$ cat config.mk
export PLATFORM = sky130hd
export DESIGN_NAME = adrc_gain_regs
export DESIGN_NICKNAME = d
export VERILOG_FILES = /design/src/adrc_pkg.sv /design/src/adrc_gain_regs.sv
export SDC_FILE = /design/constraint.sdc
export NUM_CORES = 1
export LEC_CHECK = 0
export BUFFER_PORTS_ARGS = -buffer_cell sky130_fd_sc_hd__buf_2
export CORE_UTILIZATION = 50
export CTS_BUF_LIST = sky130_fd_sc_hd__clkbuf_2
export DETAILED_ROUTE_END_ITERATION = 16
export PLACE_DENSITY = 0.74
export SLEW_MARGIN = 20
export SYNTH_ARGS = -nofsm -noshare
export SYNTH_HDL_FRONTEND = slang
export SYNTH_SLANG_ARGS = --single-unit
export TNS_END_PERCENT = 10
$ cat constraint.sdc
create_clock -name clk -period 8.55 [get_ports clk]
set_input_delay 1.2825 -clock clk [delete_from_list [all_inputs] [get_ports clk]]
set_output_delay 1.2825 -clock clk [all_outputs]
set_load 0.05 [all_outputs]
$ cat src/adrc_pkg.sv
// ----------------------------------------------------------------------------
// adrc_pkg: shared types, constants and fixed-point helpers
// Types and saturation helpers used by the ADRC observer/controller datapath.
// ----------------------------------------------------------------------------
package adrc_pkg;

  localparam int unsigned NUM_GAINS = 8;
  localparam int unsigned GAIN_IDX_W = 3;

  // register indexes on the configuration port
  localparam logic [GAIN_IDX_W-1:0] REG_REF_GAIN        = 3'd0;
  localparam logic [GAIN_IDX_W-1:0] REG_RATE_GAIN       = 3'd1;
  localparam logic [GAIN_IDX_W-1:0] REG_ERROR_GAIN      = 3'd2;
  localparam logic [GAIN_IDX_W-1:0] REG_DISTURBANCE_GAIN = 3'd3;
  localparam logic [GAIN_IDX_W-1:0] REG_OBS_DRIVE_GAIN0 = 3'd4;
  localparam logic [GAIN_IDX_W-1:0] REG_OBS_ERROR_GAIN0 = 3'd5;
  localparam logic [GAIN_IDX_W-1:0] REG_OBS_DRIVE_GAIN1 = 3'd6;
  localparam logic [GAIN_IDX_W-1:0] REG_OBS_ERROR_GAIN1 = 3'd7;

  localparam logic [63:0] GAIN_RESET [NUM_GAINS] = '{
    64'd274877906944000000, 64'd1099511627776000, 64'd184348001000000000,
    64'd4000111760849088, 64'd549756, 64'd507315947121, 64'd1099511628,
    64'd76025333954433
  };

  localparam logic [63:0] Q_MAX   = 64'h7FFF_FFFF_FFFF_FFFF;
  localparam logic [63:0] Q_MIN   = 64'h8000_0000_0000_0000;
  localparam logic [31:0] Q16_MAX = 32'h7FFF_FFFF;
  localparam logic [31:0] Q16_MIN = 32'h8000_0000;

  // dead zone in Q31.32: 0.4 and 0.2
  localparam logic signed [63:0] DZ_THRESHOLD     = 64'sd1717986918;
  localparam logic signed [63:0] DZ_THRESHOLD_NEG = -64'sd1717986918;
  localparam logic [63:0]        DZ_OFFSET        = 64'd858993459;

  // sum width: four 64-bit terms add without overflow
  localparam int unsigned SUM_W = 68;

  // partial product of the 64x64 split into 32-bit halves
  typedef enum logic [1:0] {PP_HH, PP_HL, PP_LH, PP_LL} pp_sel_t;

  typedef struct packed {
    logic    issue;
    pp_sel_t sel;
  } mac_ctl_t;

  typedef struct packed {
    logic                  en;
    logic [GAIN_IDX_W-1:0] idx;
    logic [63:0]           data;
  } cfg_wr_t;

  typedef enum logic [1:0] {X_RERR, X_Z1, X_ERR, X_DRIVE} xsel_t;
  typedef enum logic [2:0] {D_DRV_ADD, D_DRV_SUB, D_Z0, D_Z1, D_Z2} dest_t;

  typedef struct packed {
    logic [GAIN_IDX_W-1:0] gain_idx;
    xsel_t                 xsel;
    dest_t                 dest;
  } prod_op_t;

  // product schedule; the drive terms come first, drive products last
  function automatic prod_op_t prod_op(input logic [2:0] slot);
    prod_op_t op;
    case (slot)
      3'd0:    op = '{REG_REF_GAIN,         X_RERR,  D_DRV_ADD};
      3'd1:    op = '{REG_RATE_GAIN,        X_Z1,    D_DRV_SUB};
      3'd2:    op = '{REG_ERROR_GAIN,       X_ERR,   D_DRV_SUB};
      3'd3:    op = '{REG_DISTURBANCE_GAIN, X_ERR,   D_Z2};
      3'd4:    op = '{REG_OBS_ERROR_GAIN0,  X_ERR,   D_Z0};
      3'd5:    op = '{REG_OBS_ERROR_GAIN1,  X_ERR,   D_Z1};
      3'd6:    op = '{REG_OBS_DRIVE_GAIN0,  X_DRIVE, D_Z0};
      default: op = '{REG_OBS_DRIVE_GAIN1,  X_DRIVE, D_Z1};
    endcase
    return op;
  endfunction

  function automatic logic [63:0] sat64(input logic [SUM_W-1:0] v);
    logic [63:0] r;
    if (v[SUM_W-1:63] == {(SUM_W-63){v[63]}}) r = v[63:0];
    else r = v[SUM_W-1] ? Q_MIN : Q_MAX;
    return r;
  endfunction

  // Q.72 product floored to Q31.32 and saturated
  function automatic logic [63:0] term_sat(input logic [127:0] acc);
    logic [63:0] r;
    if (acc[127:103] == {25{acc[103]}}) r = acc[103:40];
    else r = acc[127] ? Q_MIN : Q_MAX;
    return r;
  endfunction

  function automatic logic [31:0] to_q16(input logic [63:0] x);
    logic [31:0] r;
    if (x[63:47] == {17{x[47]}}) r = x[47:16];
    else r = x[63] ? Q16_MIN : Q16_MAX;
    return r;
  endfunction

  function automatic logic [63:0] widen_q16(input logic [31:0] v);
    return {{16{v[31]}}, v, 16'h0000};
  endfunction

  function automatic logic [63:0] sub_sat(input logic [63:0] a, input logic [63:0] b);
    logic [64:0] d;
    logic [63:0] r;
    d = {a[63], a} - {b[63], b};
    if (d[64] == d[63]) r = d[63:0];
    else r = d[64] ? Q_MIN : Q_MAX;
    return r;
  endfunction

  function automatic logic [63:0] dead_zone(input logic [63:0] drive);
    logic [63:0] r;
    if ($signed(drive) > DZ_THRESHOLD) r = drive - DZ_OFFSET;
    else if ($signed(drive) < DZ_THRESHOLD_NEG) r = drive + DZ_OFFSET;
    else r = '0;
    return r;
  endfunction

  function automatic logic [SUM_W-1:0] sext_sum(input logic [63:0] v);
    return {{(SUM_W-64){v[63]}}, v};
  endfunction

endpackage

$ cat src/adrc_gain_regs.sv
// ----------------------------------------------------------------------------
// adrc_gain_regs: gain register file
// Eight signed Q23.40 gains, one write port, one read port for the sequencer.
// ----------------------------------------------------------------------------
module adrc_gain_regs
  import adrc_pkg::*;
(
  input  logic                  clk,
  input  logic                  rst_n,
  input  cfg_wr_t               wr,
  input  logic [GAIN_IDX_W-1:0] rd_idx,
  output logic [63:0]           rd_data
);

  logic [63:0] gain_r [NUM_GAINS];

  always_ff @(posedge clk) begin
    if (!rst_n) begin
      for (int i = 0; i < NUM_GAINS; i++) gain_r[i] <= GAIN_RESET[i];
    end else if (wr.en) begin
      gain_r[wr.idx] <= wr.data;
    end
  end

  assign rd_data = gain_r[rd_idx];

endmodule

# After elaboration in Yosys (flattened, before gate mapping)
# Memories as Yosys holds them, arrays and structs flattened.
# Cells that the tools add are included.
# W data, S select, Z words.
# totals
ff_bits,0
latch_bits,0
ram_bits,512
mem_bits_ro,0
input_bits,73
output_inout_bits,64
word_cells,9
mem_count,1
# mem_list
name,words,word_bits,read_ports,rd_clocked_by_memory_dff,wr,line,source
gain_r,8,64,1,0,8,adrc_gain_regs.sv:15,logic [63:0] gain_r [NUM_GAINS];
# op_classes
addsub,0
mul,0
div_mod_pow,0
n_lt_le_gt_ge,0
n_eq_ne,0
shifts,0
n_mux,7
bitwise_logic,0
n_reduce_logical,1
# op_table
op,n
$mux W64,1
$reduce_or A64 Y1,1
$mux W1,5
$mux W3,1

# Longest topological paths before layout
# depth
depth_word,5
ltp_mapped,5

# Worst setup path after synthesis
# No wires, ideal clock.
# synth_timing
path_kind,input port to flip-flop
startpoint,input rst_n
endpoint,memory gain_r[1][0] (enable)
setup_time_ps,574
arrival_time_ps,6427
required_ps,7976
path_slack_ps,1549
cell_stages,5
cell_sequence,buf_2 nand3_1 clkbuf_1 clkbuf_1 o21ai_0
# synth_rtl
element,line,source
from (decl),adrc_gain_regs.sv:9,"input logic rst_n,"
to (decl),adrc_gain_regs.sv:15,

# Final worst setup path
# layout_timing
startpoint,input rd_idx[0]
endpoint,output rd_data[6]
# layout_between
elab_chain_len,1
# layout_lines
element,line,source
from (decl),adrc_gain_regs.sv:11,"input logic [GAIN_IDX_W-1:0] rd_idx,"
$mem_v2 Z8 W64,n/a,
to (decl),adrc_gain_regs.sv:12,output logic [63:0] rd_data
# Every way passes these cells.

==> impl_metrics.ini <==
[sta]
finalCritPeriodShare_pct = 57.6
finalSetupViolations = 0
fin_ws_ns = 3.62
rsz0062_at_grt = no
post-route-min-period_ns = 4.93
max_freq_mhz = 203
hold_viol = 0
setup_tns_ns = 0
tightest_slew_ns = 1.13
slew-limit-headroom_pct = 24.4
fin_hold_ws_ns = 0.517
slew_viol_final = 0

[die]
die_w_um = 216
die_y_um = 216
dieArea_sq_mm = 0.0468
start_util_pct = 50.7
ios = 137
fp-row-count = 78
core_area_sq_mm = 0.0453

[min_path]
hold_path.class = in2reg

[setup_path]
startpoint = rd_idx[0]
cp.arrival_ns = 3.64
critPathKind = in2out
path_max_fanout = 73
cp-end-kind = output pin
required_ns = 7.27
critPathCapture = rd_data[6]
cp-start-kind = input pin

[placement]
place_congestion = 0.742
dp_cells = 1999
portBuffers = 136
placed_area_sq_mm = 0.0241
pre_cts_ws_ns = 3.56
hpwlAfterDp_um = 27800

[global_route]
grtUsageTotal_pct = 24.5
antenna_found_initial = 12
overflow = 0
grt_pass1_vias = 14164
grt_max_degree = 125
grt_pass1_wl_um = 85300

[final_layout]
fin_cells = 2219
final_util_pct = 55.6
syn2layout_area_growth_pct = 9.71
fin_area_sq_mm = 0.0252
largest_reg_flops = 512
largest_registers = gain_r x512
regMostFlops = gain_r
nets = 1595
drive_gt1_share_pct = 33.9

[route]
vias_per_cell = 6.13
drt-initial-drc-count = 1126
wl_met3_um = 4320
drt_first_pass_iters = 5
drt-wirelength-per-cell_um = 25.4
ant_nets = 0
wl_met1_um = 22600
vias = 13599
post-route-drc-count = 0
topRoutingLayerUsed = met5
routed_wirelength_um = 56400
met2_length_um = 28300

[clocking]
cts_tree = built
cts_hold_buf = 0
clockRootBuffer = clkbuf_2
cts_setup_buffers = 0
htree_levels = 3
clock_path_buffers = 3
cts_resized = 0
clk_pin_slew_worst_paths_ns = 0.10
cts.sinks = 512
numCtsBuffers = 119

[synth]
syn_inst = 1383
yosysUniqueCellTypes = 20
syn_nets = 1456
yosysWarnings = 0
avgSynthCellArea_sq_um = 16.6
netlist_area_sq_mm = 0.0230
synth_seq_cells = 512
yosysSeqAreaShare_pct = 67.0

[pwr]
power_density_mw_per_mm2 = 202
leakage_nw = 9.97
total_power_mw = 5.09
vdd_drop_max_v = 0.0000814

[status]
status = completed

[flow_run]
drv_cap = 0
## cells by family after synthesis
family,share of synthesized area (%)
buf+inv,2.86
simple gates,14.3
compound gates,0.174
flops,67.0
mux,15.7
## report_power, final
| group | leakage, nW | internal, mW | switching (mW) |
|---|---|---|---|
| Clock | 0.774 | 0.552 | 0.939 |
| Combinational | 4.24 | 0.209 | 0.442 |
| Sequential | 4.96 | 2.91 | 0.0381 |
| Total | 9.97 | 3.67 | 1.42 |
## cells in the mapped netlist (all sizes together)
library cell / instances / area, sq um
edfxtp: 512 / 15400
and3: 393 / 2460
and2: 1 / 6.26
mux4: 128 / 2880
o21ai: 8 / 40.0
nor2: 1 / 3.75
nand2b: 2 / 12.5
or2: 1 / 6.26
mux2: 64 / 721
or3: 120 / 751
and3b: 1 / 8.76
nand2: 1 / 3.75
buf: 32 / 225
nand3: 1 / 5.00
nand3b: 1 / 7.51
nor2b: 2 / 12.5
clkbuf: 115 / 432
## per-layer routing
layer	track usage [%]	vias up
met5	0	-
met4	8.69	12
met3	5.60	88
met2	40.9	543
met1	31.5	7036
li1	-	5920
## cell type report
class	instances	area, sq um
diodes	9	22.5
fillers	3635	20100
clock inverters	44	200
well taps	600	751
flip-flops and latches	512	15400
clock buffers	165	826
repair buffers	165	957
multi-input cells	724	7050
## layout by cell type (no fill, tap or decap)
master	synthesis	final
and2_2	0	1
and3_1	393	392
and3_4	0	1
and3b_4	0	1
buf_12	0	3
buf_2	9	133
buf_4	3	26
buf_6	11	2
bufinv_16	0	1
clkbuf_2	0	165
clkbuf_8	0	1
clkinv_1	0	37
clkinv_2	0	1
clkinvlp_4	0	2
diode_2	0	9
edfxtp_1	512	512
inv_2	0	3
mux2_2	64	64
mux4_2	128	128
nand2_1	1	1
nand2b_1	2	1
nand2b_2	0	1
nand3_2	0	1
nand3b_1	1	1
nor2_4	0	1
nor2b_4	0	2
o21ai_4	0	8
or2_2	1	1
or3_1	120	120
## critical path: stages
cell      delay (ns)
clkbuf_8        0.69
buf_12          0.49
mux4_2          0.56
mux2_2          0.32
buf_2           0.22
## how the worst min path moves through the flow
stage | start | to | slack [ns] | cells past startpoint
final | wr[41] | gain_r[3][41]$_SDFFCE_PN1P_ | 0.52 | 2
after global routing | wr[37] | gain_r[5][37]$_SDFFCE_PN1P_ | 0.46 | 2
after CTS | wr[37] | gain_r[5][37]$_SDFFCE_PN1P_ | 0.41 | 2
after detailed placement | wr[34] | gain_r[7][34]$_SDFFCE_PN1P_ | 1.63 | 2
after global placement | wr[24] | gain_r[7][24]$_SDFFCE_PN1P_ | 1.62 | 2
after floorplan | wr[44] | gain_r[0][44]$_SDFFCE_PN1P_ | 1.46 | 1
No activity file was read; power rests on OpenSTA's default activity.
